$ cat src/hw/rtl/gmas_pkg.sv
`timescale 1ns / 1ps
`default_nettype none
// ----------------------------------------------------------------------------
// gmas_pkg: shared types and constants of the gated moving-average speed block
// Beat layouts, register map and reset values.
// ----------------------------------------------------------------------------
package gmas_pkg;

  localparam int WINDOW_DEFAULT = 20;

  localparam int SAMPLE_W = 16;
  localparam int SUM_W    = 21;
  localparam int SPEED_W  = 16;
  localparam int SCALE_W  = 16;
  localparam int GATE_W   = 15;
  localparam int CNT_W    = 8;
  localparam int PROD_W   = SUM_W + SCALE_W + 1;
  localparam int FRAC_W   = 16;   // Q16 scale

  localparam int CFG_ADDR_W = 5;
  localparam int CFG_DATA_W = 32;

  localparam logic [15:0]      GROUND_THR_RST = 16'd1000;
  localparam logic [14:0]      SPIKE_GATE_RST = 15'd500;
  localparam logic [CNT_W-1:0] ERR_LIMIT_RST  = 8'd30;
  localparam logic [15:0]      SPEED_SCALE_RST = 16'd3020;
  localparam logic [15:0]      LOW_SPEED_RST  = 16'd1280;

  localparam logic [CNT_W-1:0] FAIL_CNT_MAX = '1;

  typedef enum logic [2:0] {
    REG_GROUND_THR  = 3'd0,
    REG_SPIKE_GATE  = 3'd1,
    REG_ERR_LIMIT   = 3'd2,
    REG_SPEED_SCALE = 3'd3,
    REG_LOW_SPEED   = 3'd4
  } cfg_reg_e_t;

  typedef struct packed {
    logic               read_ok;
    logic [15:0]        gnd_range;
    logic signed [15:0] flow_x;
    logic [15:0]        can_speed;
  } in_beat_t;

  typedef struct packed {
    logic signed [SUM_W-1:0]   window_sum;
    logic signed [SPEED_W-1:0] flow_speed;
    logic                      error_flag;
    logic [15:0]               selected_speed;
  } out_beat_t;

endpackage : gmas_pkg
`default_nettype wire

$ cat src/hw/rtl/gmas_ram.sv
`timescale 1ns / 1ps
`default_nettype none
// ----------------------------------------------------------------------------
// gmas_ram: generic simple dual-port RAM
// One write port, one read port, read data registered.
// ----------------------------------------------------------------------------
module gmas_ram #(
  parameter int WIDTH = 16,
  parameter int DEPTH = 20
) (
  input  wire logic                     clk,
  input  wire logic                     wr_en,
  input  wire logic [$clog2(DEPTH)-1:0] wr_addr,
  input  wire logic [WIDTH-1:0]         wr_data,
  input  wire logic                     rd_en,
  input  wire logic [$clog2(DEPTH)-1:0] rd_addr,
  output logic      [WIDTH-1:0]         rd_data
);

  logic [WIDTH-1:0] mem [DEPTH];

  always_ff @(posedge clk) begin
    if (wr_en) begin
      mem[wr_addr] <= wr_data;
    end
    if (rd_en) begin
      rd_data <= mem[rd_addr];
    end
  end

endmodule : gmas_ram
`default_nettype wire

$ cat src/hw/rtl/gated_moving_average_speed.sv
`timescale 1ns / 1ps
`default_nettype none
// ----------------------------------------------------------------------------
// gated_moving_average_speed: moving-average speed filter with spike gate
// One beat per sensor poll in, one result beat out per poll.
// ----------------------------------------------------------------------------
// Takes one poll beat per cycle, unless a stalled result channel has filled
// every stage, and returns one result beat per poll. The result passes
// through stage 1, stage 2, stage 3 and the output register before it is offered.
// The window samples live in a WINDOW-deep RAM; its read fills the
// first stage, the running-sum update the second, the sum x scale multiply
// the third and the saturate / speed select the fourth (output register). A
// fill flag marks the ring as fully written, so entries never written read
// as zero without a clearing pass. Registers are written over the APB port
// and are read by each stage as the poll passes it, so a write also reaches
// polls in flight; write them only while no poll is in flight.
// ----------------------------------------------------------------------------
module gated_moving_average_speed #(
  parameter int WINDOW = gmas_pkg::WINDOW_DEFAULT
) (
  input  wire logic                              clk,
  input  wire logic                              rst_n,
  // poll channel
  input  wire logic                              in_valid,
  output logic                                   in_stall,
  input  wire gmas_pkg::in_beat_t                in_data,
  // result channel
  output logic                                   out_valid,
  input  wire logic                              out_stall,
  output gmas_pkg::out_beat_t                    out_data,
  // register port
  input  wire logic                              psel,
  input  wire logic                              penable,
  input  wire logic                              pwrite,
  input  wire logic [gmas_pkg::CFG_ADDR_W-1:0]   paddr,
  input  wire logic [gmas_pkg::CFG_DATA_W-1:0]   pwdata,
  output logic      [gmas_pkg::CFG_DATA_W-1:0]   prdata,
  output logic                                   pready
);

  import gmas_pkg::*;

  localparam int IDX_W = $clog2(WINDOW);
  localparam logic [IDX_W-1:0] IDX_LAST = IDX_W'(WINDOW - 1);

  // --------------------------------------------------------------------------
  // Registers
  // --------------------------------------------------------------------------
  logic [15:0]        ground_thr_r;
  logic [GATE_W-1:0]  spike_gate_r;
  logic [CNT_W-1:0]   err_limit_r;
  logic [SCALE_W-1:0] speed_scale_r;
  logic [15:0]        low_speed_r;

  logic       cfg_wr;
  cfg_reg_e_t cfg_sel;

  assign pready  = 1'b1;
  assign cfg_wr  = psel && penable && pwrite;
  assign cfg_sel = cfg_reg_e_t'(paddr[CFG_ADDR_W-1:2]);

  always_ff @(posedge clk) begin
    if (!rst_n) begin
      ground_thr_r  <= GROUND_THR_RST;
      spike_gate_r  <= SPIKE_GATE_RST;
      err_limit_r   <= ERR_LIMIT_RST;
      speed_scale_r <= SPEED_SCALE_RST;
      low_speed_r   <= LOW_SPEED_RST;
    end else if (cfg_wr) begin
      unique case (cfg_sel)
        REG_GROUND_THR:  ground_thr_r  <= pwdata[15:0];
        REG_SPIKE_GATE:  spike_gate_r  <= pwdata[GATE_W-1:0];
        REG_ERR_LIMIT:   err_limit_r   <= pwdata[CNT_W-1:0];
        REG_SPEED_SCALE: speed_scale_r <= pwdata[SCALE_W-1:0];
        REG_LOW_SPEED:   low_speed_r   <= pwdata[15:0];
        default: ;  // unmapped address, write dropped
      endcase
    end
  end

  always_comb begin
    prdata = '0;
    unique case (cfg_sel)
      REG_GROUND_THR:  prdata = CFG_DATA_W'(ground_thr_r);
      REG_SPIKE_GATE:  prdata = CFG_DATA_W'(spike_gate_r);
      REG_ERR_LIMIT:   prdata = CFG_DATA_W'(err_limit_r);
      REG_SPEED_SCALE: prdata = CFG_DATA_W'(speed_scale_r);
      REG_LOW_SPEED:   prdata = CFG_DATA_W'(low_speed_r);
      default:         prdata = '0;
    endcase
  end

  // --------------------------------------------------------------------------
  // Pipeline flow control. Each stage loads when it is empty or its contents
  // move on in the same cycle, so bubbles collapse; an output stall ripples
  // back combinationally and holds the poll side only once every stage is
  // full.
  // --------------------------------------------------------------------------
  logic s1_valid_r, s2_valid_r, s3_valid_r, out_valid_r;
  logic out_free, s3_free, s2_free, s1_free;
  logic in_acc, s1_move, s2_move, s3_move;

  assign out_free = !out_valid_r || !out_stall;
  assign s3_free  = !s3_valid_r || out_free;
  assign s2_free  = !s2_valid_r || s3_free;
  assign s1_free  = !s1_valid_r || s2_free;

  assign in_stall = !s1_free;
  assign in_acc   = in_valid && s1_free;
  assign s1_move  = s1_valid_r && s2_free;
  assign s2_move  = s2_valid_r && s3_free;
  assign s3_move  = s3_valid_r && out_free;

  always_ff @(posedge clk) begin
    if (!rst_n) begin
      s1_valid_r  <= 1'b0;
      s2_valid_r  <= 1'b0;
      s3_valid_r  <= 1'b0;
      out_valid_r <= 1'b0;
    end else begin
      if (s1_free) s1_valid_r  <= in_acc;
      if (s2_free) s2_valid_r  <= s1_move;
      if (s3_free) s3_valid_r  <= s2_move;
      if (out_free) out_valid_r <= s3_move;
    end
  end

  // --------------------------------------------------------------------------
  // Stage 0 (accept): decide whether the poll enters the window, issue the
  // ring read of the slot it replaces and step the ring pointer.
  // --------------------------------------------------------------------------
  logic [IDX_W-1:0] ring_idx_r, ring_idx_nxt;
  logic             ring_full_r, ring_full_nxt;
  logic             enter;

  assign enter = in_data.read_ok && (in_data.gnd_range > ground_thr_r);

  always_comb begin
    ring_idx_nxt  = ring_idx_r;
    ring_full_nxt = ring_full_r;
    if (in_acc && enter) begin
      if (ring_idx_r == IDX_LAST) begin
        ring_idx_nxt  = '0;
        ring_full_nxt = 1'b1;
      end else begin
        ring_idx_nxt = ring_idx_r + 1'b1;
      end
    end
  end

  always_ff @(posedge clk) begin
    if (!rst_n) begin
      ring_idx_r  <= '0;
      ring_full_r <= 1'b0;
    end else begin
      ring_idx_r  <= ring_idx_nxt;
      ring_full_r <= ring_full_nxt;
    end
  end

  // stage 1 payload
  logic                       s1_ok_r, s1_enter_r, s1_old_vld_r;
  logic signed [SAMPLE_W-1:0] s1_flow_r;
  logic [15:0]                s1_can_r;
  logic [IDX_W-1:0]           s1_idx_r;

  always_ff @(posedge clk) begin
    if (in_acc) begin
      s1_ok_r      <= in_data.read_ok;
      s1_enter_r   <= enter;
      s1_flow_r    <= in_data.flow_x;
      s1_can_r     <= in_data.can_speed;
      s1_idx_r     <= ring_idx_r;
      s1_old_vld_r <= ring_full_r;  // slot already written once round
    end
  end

  // --------------------------------------------------------------------------
  // Ring memory. A slot is written when its poll leaves stage 1; the next
  // read of that slot waits for the pointer to wrap, so no forwarding.
  // --------------------------------------------------------------------------
  logic [SAMPLE_W-1:0] ring_rd_data;
  logic                ring_wr;
  logic signed [SAMPLE_W-1:0] new_sample;

  gmas_ram #(
    .WIDTH (SAMPLE_W),
    .DEPTH (WINDOW)
  ) u_ring (
    .clk     (clk),
    .wr_en   (ring_wr),
    .wr_addr (s1_idx_r),
    .wr_data (new_sample),
    .rd_en   (in_acc),
    .rd_addr (ring_idx_r),
    .rd_data (ring_rd_data)
  );

  // --------------------------------------------------------------------------
  // Stage 1: spike gate, running-sum update and failure counter.
  // --------------------------------------------------------------------------
  logic signed [SUM_W-1:0]    run_sum_r, run_sum_nxt;
  logic signed [SAMPLE_W-1:0] last_acc_r, last_acc_nxt;
  logic [CNT_W-1:0]           fail_cnt_r, fail_cnt_nxt;
  logic                       fail_flag_r, fail_flag_nxt;

  logic signed [SAMPLE_W-1:0] old_sample;
  logic signed [SAMPLE_W+1:0] diff, gate;
  logic                       gate_pass;
  logic [CNT_W-1:0]           cnt_inc;

  assign old_sample = s1_old_vld_r ? signed'(ring_rd_data) : '0;
  assign diff       = (SAMPLE_W+2)'(last_acc_r) - (SAMPLE_W+2)'(s1_flow_r);
  assign gate       = signed'((SAMPLE_W+2)'(spike_gate_r));
  assign gate_pass  = (diff < gate) && (diff > -gate);
  assign new_sample = gate_pass ? s1_flow_r : last_acc_r;
  assign ring_wr    = s1_move && s1_enter_r;
  assign cnt_inc    = (fail_cnt_r == FAIL_CNT_MAX) ? fail_cnt_r : fail_cnt_r + 1'b1;

  always_comb begin
    run_sum_nxt   = run_sum_r;
    last_acc_nxt  = last_acc_r;
    fail_cnt_nxt  = fail_cnt_r;
    fail_flag_nxt = fail_flag_r;
    if (s1_move) begin
      if (s1_ok_r) begin
        fail_cnt_nxt  = '0;
        fail_flag_nxt = 1'b0;
        if (s1_enter_r) begin
          // wraps modulo 2^SUM_W
          run_sum_nxt = run_sum_r - SUM_W'(old_sample) + SUM_W'(new_sample);
          if (gate_pass) last_acc_nxt = s1_flow_r;
        end
      end else begin
        fail_cnt_nxt  = cnt_inc;
        fail_flag_nxt = fail_flag_r || (cnt_inc > err_limit_r);
      end
    end
  end

  always_ff @(posedge clk) begin
    if (!rst_n) begin
      run_sum_r   <= '0;
      last_acc_r  <= '0;
      fail_cnt_r  <= '0;
      fail_flag_r <= 1'b0;
    end else begin
      run_sum_r   <= run_sum_nxt;
      last_acc_r  <= last_acc_nxt;
      fail_cnt_r  <= fail_cnt_nxt;
      fail_flag_r <= fail_flag_nxt;
    end
  end

  // stage 2 payload: state after this poll
  logic signed [SUM_W-1:0] s2_sum_r;
  logic                    s2_flag_r;
  logic [15:0]             s2_can_r;

  always_ff @(posedge clk) begin
    if (s1_move) begin
      s2_sum_r  <= run_sum_nxt;
      s2_flag_r <= fail_flag_nxt;
      s2_can_r  <= s1_can_r;
    end
  end

  // --------------------------------------------------------------------------
  // Stage 2: sum x Q16 scale (21 x 17 signed).
  // --------------------------------------------------------------------------
  logic signed [PROD_W-1:0] prod;
  logic signed [PROD_W-1:0] s3_prod_r;
  logic signed [SUM_W-1:0]  s3_sum_r;
  logic                     s3_flag_r;
  logic [15:0]              s3_can_r;

  assign prod = PROD_W'(s2_sum_r) * signed'(PROD_W'({1'b0, speed_scale_r}));

  always_ff @(posedge clk) begin
    if (s2_move) begin
      s3_prod_r <= prod;
      s3_sum_r  <= s2_sum_r;
      s3_flag_r <= s2_flag_r;
      s3_can_r  <= s2_can_r;
    end
  end

  // --------------------------------------------------------------------------
  // Stage 3: floor shift, saturate, pick the reported speed.
  // --------------------------------------------------------------------------
  localparam int SHR_W = PROD_W - FRAC_W;
  localparam logic signed [SHR_W-1:0] SPD_MAX = SHR_W'(32767);
  localparam logic signed [SHR_W-1:0] SPD_MIN = -SHR_W'(32768);

  logic signed [SHR_W-1:0]   shr;
  logic signed [SPEED_W-1:0] spd;
  logic [SPEED_W:0]          spd_abs;
  logic [15:0]               sel;

  assign shr = SHR_W'(s3_prod_r >>> FRAC_W);   // arithmetic shift floors

  always_comb begin
    priority if (shr > SPD_MAX) spd = SPD_MAX[SPEED_W-1:0];
    else if (shr < SPD_MIN)     spd = SPD_MIN[SPEED_W-1:0];
    else                        spd = shr[SPEED_W-1:0];
  end

  // 17 bits so that the most negative speed has a magnitude
  assign spd_abs = spd[SPEED_W-1] ? (SPEED_W+1)'(-(SPEED_W+1)'(spd))
                                  : (SPEED_W+1)'(spd);
  assign sel     = (s3_flag_r || (s3_can_r >= low_speed_r)) ? s3_can_r
                                                            : spd_abs[15:0];

  out_beat_t out_data_r;

  always_ff @(posedge clk) begin
    if (s3_move) begin
      out_data_r.window_sum     <= s3_sum_r;
      out_data_r.flow_speed     <= spd;
      out_data_r.error_flag     <= s3_flag_r;
      out_data_r.selected_speed <= sel;
    end
  end

  assign out_valid = out_valid_r;
  assign out_data  = out_data_r;

endmodule : gated_moving_average_speed
`default_nettype wire

$ cat config.mk
export PLATFORM = sky130hd
export DESIGN_NAME = gated_moving_average_speed
export DESIGN_NICKNAME = d
export VERILOG_FILES = /design/src/hw/rtl/gmas_pkg.sv /design/src/hw/rtl/gmas_ram.sv /design/src/hw/rtl/gated_moving_average_speed.sv
export SDC_FILE = /design/constraint.sdc
export NUM_CORES = 2
export LEC_CHECK = 0
export ABC_AREA = 1
export BUFFER_PORTS_ARGS = -buffer_cell sky130_fd_sc_hd__buf_2
export CORE_MARGIN = 2
export CORE_UTILIZATION = 62
export CTS_CLUSTER_SIZE = 16
export DETAILED_ROUTE_END_ITERATION = 16
export PLACE_DENSITY = 0.77
export SETUP_SLACK_MARGIN = 0.05
export SYNTH_ARGS = -nofsm -noshare
export SYNTH_HDL_FRONTEND = slang
export SYNTH_SLANG_ARGS = --single-unit
$ cat constraint.sdc
create_clock -name clk -period 7.2 [get_ports clk]
set_input_delay 0.36 -clock clk [delete_from_list [all_inputs] [get_ports clk]]
set_output_delay 0.36 -clock clk [all_outputs]
set_load 0.1 [all_outputs]
Yosys cells after proc, flatten, opt, wreduce, memory -nomap -nowiden
Memory sizes are Yosys's and may differ from the RTL's. A register that Yosys moved wholly into a read port is not among the register bits.
Index checks and enable logic that the tools add are counted.
Widths: inputs -> output; s select.
{"block": "word_totals", "ff_bits": 335, "latchBits": 0, "ramBits": 320, "romBits": 0, "inputBits": 93, "out_inout_bits": 89, "wordCells": 101, "n_memories": 1}
{"block": "classes", "addsub": 7, "multipliers": 1, "n_div": 0, "n_lt_le_gt_ge": 7, "eq_ne": 6, "n_shift": 0, "n_mux": 17, "bitwise_logic": 0, "reduce_logical": 30}
{"memory": "u_ring.mem", "depth": 20, "width": 16, "rd": 1, "rd_ports_with_merged_regs": 1, "write_ports": 1, "line_no": "gmas_ram.sv:20", "source": "logic [WIDTH-1:0] mem [DEPTH];"}
{"operator": "$mux 16", "n": 6}
{"operator": "$pmux 16 s5", "n": 1}
{"operator": "$mux 21", "n": 3}
{"operator": "$mul 21x17->38", "n": 1}
{"operator": "$gt 22x16->1 const B", "n": 1}
{"operator": "$lt 22x16->1 const B", "n": 1}
{"operator": "$add 21x16->21", "n": 1}
{"operator": "$sub 21x16->21", "n": 1}
{"operator": "$gt 17x18->1", "n": 1}
{"operator": "$neg 15->18", "n": 1}
{"operator": "$lt 17x16->1", "n": 1}
{"operator": "$sub 16x16->17", "n": 1}
{"operator": "$ge 16x16->1", "n": 1}
{"operator": "$gt 16x16->1", "n": 1}
{"operator": "$mux 8", "n": 2}
{"operator": "$neg 16->16", "n": 1}
{"operator": "$reduce_and 2->1", "n": 6}
{"operator": "$logic_and 1x1->1", "n": 10}
{"operator": "$add 8x1->8 const B", "n": 1}
{"operator": "$eq 8x8->1 const B", "n": 1}
{"operator": "$gt 8x8->1", "n": 1}
{"operator": "$eq 3x2->1 const B", "n": 2}
{"operator": "$logic_not 1->1", "n": 6}
{"operator": "$logic_or 1x1->1", "n": 6}
{"operator": "other kinds (8)", "n": 11}

Logic depth before layout (Yosys ltp)
{"block": "logic_depth", "word_depth": 8, "depth_mapped": 46, "ltp_nobuf": 45}

Cells and area by module
A second synthesis with hierarchy kept.
{"block": "hier_totals", "cells_unflattened": 4458, "area_unflattened_um2": 42499.5}
{"mod": "gated_moving_average_speed", "n_inst": 1, "cells_per_inst": 3362, "area_per_inst_um2": 29064.1, "seq_area_each_um2": 8308.0}
{"mod": "gmas_ram", "n_inst": 1, "cells_per_inst": 1096, "area_per_inst_um2": 13435.4, "seq_area_each_um2": 10089.7}

Worst setup path after synthesis
No wires, ideal clock.
{"block": "synth_timing", "path_type": "reg2reg", "from": "register s1_flow_r[0]", "to": "register s2_sum_r[16], data pin", "setup_time_ns": 0.255, "t_arrival_ns": 6.007, "t_required_ns": 6.945, "path_slack_ns": 0.938, "stages_incl_launch_ff": 39, "path_buffers": 1, "period_less_slack_ns": 6.262, "cell_sequence": "edfxtp_1 ha_1 fa_1 inv_1 a31oi_1 o21bai_1 nand3_1 o21bai_1 nand2_1 nand3_1 and2_2 inv_1 ha_1 inv_1 nor2_1 nand4_1 nor2_1 nor2_1 [... 3 more ...] buf_6 nand2_2 nand2_1 inv_1 fa_1 inv_1 fa_1 nand3_1 nand3_1 a21oi_1 o21ai_1 a21oi_1 o21bai_1 a21boi_1 inv_1 or2_2 nand3_1 nand2_1"}
{"block": "synth_via", "elab_chain_len": 8, "word_cells_on_any_way": 9, "classes_between": "2 x add/sub; 2 x order compare; 4 x mux; 1 x reduce/logical"}
{"element": "start: declaration", "line_no": "gated_moving_average_speed.sv:163", "source": "logic signed [SAMPLE_W-1:0] s1_flow_r;"}
{"element": "start signal: assignment", "line_no": "gated_moving_average_speed.sv:171", "source": "s1_flow_r <= in_data.flow_x;"}
{"element": "$sub 16x16->17 (*)", "line_no": "gated_moving_average_speed.sv:213", "source": "assign diff = (SAMPLE_W+2)'(last_acc_r) - (SAMPLE_W+2)'(s1_flow_r);"}
{"element": "$gt 17x18->1 / $lt 17x16->1 (equally long branches)", "line_no": "gated_moving_average_speed.sv:215", "source": "assign gate_pass = (diff < gate) && (diff > -gate);"}
{"element": "$logic_and 1x1->1 (*)", "line_no": "gated_moving_average_speed.sv:215"}
{"element": "$mux 16 (*)"}
{"element": "named net new_sample[1]", "line_no": "gated_moving_average_speed.sv:184", "source": "logic signed [SAMPLE_W-1:0] new_sample;"}
{"element": "$add 21x16->21 (*)", "line_no": "gated_moving_average_speed.sv:231", "source": "run_sum_nxt = run_sum_r - SUM_W'(old_sample) + SUM_W'(new_sample);"}
{"element": "$mux 21 (*)", "line_no": "gated_moving_average_speed.sv:229", "source": "if (s1_enter_r) begin"}
{"element": "$mux 21 (*)", "line_no": "gated_moving_average_speed.sv:226", "source": "if (s1_ok_r) begin"}
{"element": "$mux 21 (*)", "line_no": "gated_moving_average_speed.sv:225", "source": "if (s1_move) begin"}
{"element": "named net run_sum_nxt[16]", "line_no": "gated_moving_average_speed.sv:202", "source": "logic signed [SUM_W-1:0] run_sum_r, run_sum_nxt;"}
{"element": "end signal: assignment", "line_no": "gated_moving_average_speed.sv:262", "source": "s2_sum_r <= run_sum_nxt;"}
{"element": "end: declaration", "line_no": "gated_moving_average_speed.sv:256", "source": "logic signed [SUM_W-1:0] s2_sum_r;"}
Mark *: on every way through the listed nets, which the timed path passes. The rest lies on a longest branch.
A chain may end at the register's enable or synchronous reset.

Worst setup path after layout
{"block": "layout_timing", "from": "register s2_sum_r[4]", "to": "register s3_prod_r[37], data pin"}
{"block": "layout_via", "elab_chain_len": 1}
{"element": "$mul 21x17->38", "line_no": "gated_moving_average_speed.sv:277", "source": "assign prod = PROD_W'(s2_sum_r) * signed'(PROD_W'({1'b0, speed_scale_r}));"}
{"element": "named net prod[37]", "line_no": "gated_moving_average_speed.sv:271", "source": "logic signed [PROD_W-1:0] prod;"}
{"element": "end signal: assignment", "line_no": "gated_moving_average_speed.sv:281", "source": "s3_prod_r <= prod;"}
{"element": "end: declaration", "line_no": "gated_moving_average_speed.sv:272", "source": "logic signed [PROD_W-1:0] s3_prod_r;"}
The timed path passes the listed nets, and every way through them passes these cells.

==> insert_results.sql <==
INSERT INTO impl_metrics (metric_group, metric, value, unit) VALUES
('drt', 'finalWirelength', '104000', 'um'),
('drt', 'ant_nets', '0', ''),
('setup_path', 'critPathKind', 'reg -> reg', ''),
('drt', 'overall_via_count_from_detail_route', '30359', ''),
('setup_path', 'cpMostUsedCell', 'sky130_fd_sc_hd__fa_1', ''),
('cells_and_area', 'finalNonFillerCells', '5350', ''),
('timing', 'timing.slew.headroom', '0.266', ''),
('min_path', 'timing.hold.worst.start', 'pwdata[8]', ''),
('setup_path', 'critPathTopFamily', 'adder cells', ''),
('timing', 'rsz0062_at_grt', 'no', ''),
('logic_synthesis', 'ys_warn_count', '0', ''),
('pwr', 'power_leakage', '21.0', 'nW'),
('drt', 'detail_route.drc_violations', '0', ''),
('floorplanning', 'floorplan.io_pins', '182', ''),
('drt', 'drt-vias-per-instance', '5.67', ''),
('cells_and_area', 'area_delta_synth_final', '10.8', '%'),
('logic_synthesis', 'number_of_standard_cells_after_synthesis', '4249', ''),
('setup_path', 'crit_path_max_fanout', '17', ''),
('pwr', 'power-per-cell-area', '319', 'nW/um^2'),
('cts', 'htreeDepth', '3', ''),
('global_route', 'number_of_antenna_violations_at_the_first_check_in_global_routing', '2', ''),
('global_route', 'grt.total_usage', '0.306', ''),
('placement', 'hpwlAfterDp', '74000', 'um'),
('setup_path', 'path_cells', 'nand2_1, fa_1, fa_1, inv_1, fa_1, inv_1, fa_1, fa_1, inv_1, fa_1, ha_1, a21oi_1, o21ai_0, a21oi_1, nand3_1, nand3_1, nand2_1, a21oi_1, nor2_1, nand3_1, nand2_1, nand2_1, nand2_1, xnor2_1', ''),
('logic_synthesis', 'ys_dominant_reg_cell', 'sky130_fd_sc_hd__edfxtp_1', ''),
('timing', 'setup_tns', '0', 'ns'),
('timing', 'final_min_period_over_clock_period', '0.932', ''),
('timing', 'final_critical_path_setup_slack', '0.489', 'ns'),
('placement', 'routability_congestion', '0.937', ''),
('timing', 'skew', '0.0351', 'ns'),
('logic_synthesis', 'postSynthAreaPerCell', '9.82', 'sq um'),
('logic_synthesis', 'synth_largest_type_area_fraction', '0.380', ''),
('setup_path', 'worst_r2r_endpoint', 's3_prod_r[37]', ''),
('drt', 'firstDrtPassIters', '5', ''),
('cells_and_area', 'layout.nets', '5070', ''),
('logic_synthesis', 'yosys.cell_count.top_type', 'sky130_fd_sc_hd__inv_1', ''),
('floorplanning', 'initial_core_util', '0.623', ''),
('cts', 'cts_tree', 'built', ''),
('floorplanning', 'die_area', '69400', 'sq um'),
('global_route', 'grt_overflow_total', '0', ''),
('status', 'status', 'completed', ''),
('run', 'cap_violations', '0', ''),
('global_route', 'first_global_vias', '30010', ''),
('setup_path', 'critPathBufInv', '3', ''),
('setup_path', 'worst-endpoint-arrival', '7.11', 'ns'),
('pwr', 'pnr_total_power', '0.0148', 'W'),
('cts', 'cts_post_setup_buffers_inserted', '0', ''),
('floorplanning', 'die_width', '263', 'um'),
('logic_synthesis', 'synth_cell_type_count', '60', ''),
('logic_synthesis', 'yosysTopAreaCell', 'sky130_fd_sc_hd__edfxtp_1', ''),
('drt', 'drtIter0Drc', '3158', ''),
('timing', 'worst_slew_pin_slew', '1.10', 'ns'),
('cts', 'clock_tree.root_cell', 'sky130_fd_sc_hd__clkbuf_16', ''),
('min_path', 'hp-class', 'in -> reg', ''),
('floorplanning', 'placementRows', '95', ''),
('pwr', 'vdd.ir_drop.worst', '0.382', 'mV'),
('setup_path', 'crit_path_max_incr_delay', '0.88', 'ns'),
('logic_synthesis', 'async_flop_share', '0', ''),
('logic_synthesis', 'mappedNetlistArea', '41700', 'sq um'),
('logic_synthesis', 'post_synth_top_cells', 'sky130_fd_sc_hd__inv_1 (830), sky130_fd_sc_hd__nand2_1 (762), sky130_fd_sc_hd__edfxtp_1 (528)', ''),
('cts', 'clkTransAtPathRegs', '0.06', 'ns'),
('setup_path', 'worst_path_max_delay_cell', 'sky130_fd_sc_hd__edfxtp_1', ''),
('placement', 'portBuffers', '146', ''),
('timing', 'post-route-min-period', '6.71', 'ns'),
('cts', 'cts_inserted_buffers', '70', ''),
('floorplanning', 'core_region_area', '66900', 'sq um'),
('min_path', 'whs_path_depth', '3', ''),
('logic_synthesis', 'synth_edf_count', '528', ''),
('floorplanning', 'dieHeight', '263', 'um'),
('setup_path', 'critical_path.endpoint_type', 'flop', ''),
('cts', 'clock_tree.buffer_depth', '3', '');
==> through the flow <==
step,instance area [sq um],utilization
3_5_place_dp,43600,0.651
2_1_floorplan,41800,-
4_1_cts,46200,0.690
5_1_grt,46200,0.690
3_3_place_gp,43600,0.651
6_report,46200,0.691
==> how the worst max path moves through the flow <==
stage | from | end | slack (ns) | cells past startpoint
6_report | s2_sum_r[4] | s3_prod_r[37] | 0.49 | 24
5_1_grt | s2_sum_r[5] | s3_prod_r[30] | 0.05 | 24
4_1_cts | s1_flow_r[0] | s2_sum_r[16] | 0.50 | 37
3_5_place_dp | s1_flow_r[0] | s2_sum_r[16] | 0.51 | 37
3_3_place_gp | s1_flow_r[0] | s2_sum_r[16] | 0.60 | 37
2_1_floorplan | s1_flow_r[0] | s2_sum_r[16] | 0.94 | 38
==> cell type report <==
type	instances	area, sq um
Inverter	838	3150
Timing Repair Buffer	279	1810
Multi-Input combinational cell	2577	19400
Clock inverter	32	375
Antenna cell	1	2.50
Tap cell	873	1090
Clock buffer	95	1930
Sequential cell	655	18400
Fill cell	4924	20700
==> layer usage <==
layer | global-route usage | share of wire | up-vias | wire length (um)
met4 | 0.145 | 0.052 | 0 | 5410
met5 | 0 | 0 | - | 0
met1 | 0.400 | 0.39 | 14754 | 40600
met2 | 0.504 | 0.48 | 1310 | 49500
met3 | 0.0476 | 0.079 | 300 | 8150
li1 | - | - | 13995 | -
==> cells in the final DEF (no fill, tap or decap), types with 71 or more instances in the layout <==
cell / count
sky130_fd_sc_hd__fa_1: 354
sky130_fd_sc_hd__nand3_1: 108
sky130_fd_sc_hd__edfxtp_1: 528
sky130_fd_sc_hd__inv_1: 829
sky130_fd_sc_hd__buf_2: 146
sky130_fd_sc_hd__nor2_1: 291
sky130_fd_sc_hd__buf_4: 99
sky130_fd_sc_hd__ha_1: 202
sky130_fd_sc_hd__nand2_1: 762
sky130_fd_sc_hd__o21ai_0: 274
sky130_fd_sc_hd__dfxtp_1: 125
sky130_fd_sc_hd__a21oi_1: 175
sky130_fd_sc_hd__clkbuf_16: 71
==> where the power goes <==
part	internal, W	switching [W]	leakage, nW	total (W)
logic	0.00239	0.00411	13.9	0.00649
clock network	0.00203	0.00157	1.12	0.00359
registers	0.00455	0.000120	5.94	0.00467
total	0.00896	0.00579	21.0	0.0148
==> sequential cells by signal, indices dropped and copies added, names as in the netlist, 21 cells and up <==
register and count:
run_sum_r 21, s3_prod_r 22, s2_sum_r 21, u_ring.mem 320, out_data 54, s3_sum_r 21
==> worst register-to-register path, cell delays in order (launching register included) <==
cell                       delay (ns)
sky130_fd_sc_hd__edfxtp_1        0.88
sky130_fd_sc_hd__nand2_1         0.18
sky130_fd_sc_hd__fa_1            0.52
sky130_fd_sc_hd__fa_1            0.49
sky130_fd_sc_hd__inv_1           0.06
sky130_fd_sc_hd__fa_1            0.53
sky130_fd_sc_hd__inv_1           0.06
sky130_fd_sc_hd__fa_1            0.55
sky130_fd_sc_hd__fa_1            0.56
sky130_fd_sc_hd__inv_1           0.05
sky130_fd_sc_hd__fa_1            0.48
sky130_fd_sc_hd__ha_1            0.35
sky130_fd_sc_hd__a21oi_1         0.33
sky130_fd_sc_hd__o21ai_0         0.17
sky130_fd_sc_hd__a21oi_1         0.16
sky130_fd_sc_hd__nand3_1         0.14
sky130_fd_sc_hd__nand3_1         0.09
sky130_fd_sc_hd__nand2_1         0.13
sky130_fd_sc_hd__a21oi_1         0.23
sky130_fd_sc_hd__nor2_1          0.06
sky130_fd_sc_hd__nand3_1         0.10
sky130_fd_sc_hd__nand2_1         0.11
sky130_fd_sc_hd__nand2_1         0.08
sky130_fd_sc_hd__nand2_1         0.06
sky130_fd_sc_hd__xnor2_1         0.12
==> repair_timing <==
action | in CTS | in global routing
gates resized for setup | 0 | 1
hold buffers | 34 | 0
endpoints found under the hold margin | 34 | 0
endpoints found under the setup margin | 0 | 1
==> kinds of logic (layout without fill, tap and decap cells) <==
group	after synthesis	count (layout)	share of synthesized area
AO/OA/AOI/OAI	668	668	0.0940
XOR/XNOR	85	85	0.0178
adder cells (fa/ha/maj)	556	556	0.231
buffers and inverters	1032	1244	0.0948
flip-flops	655	655	0.441
other	2	18	0.000180
AND/OR/NAND/NOR	1251	1251	0.122
No activity file was read; power rests on OpenSTA's default activity.
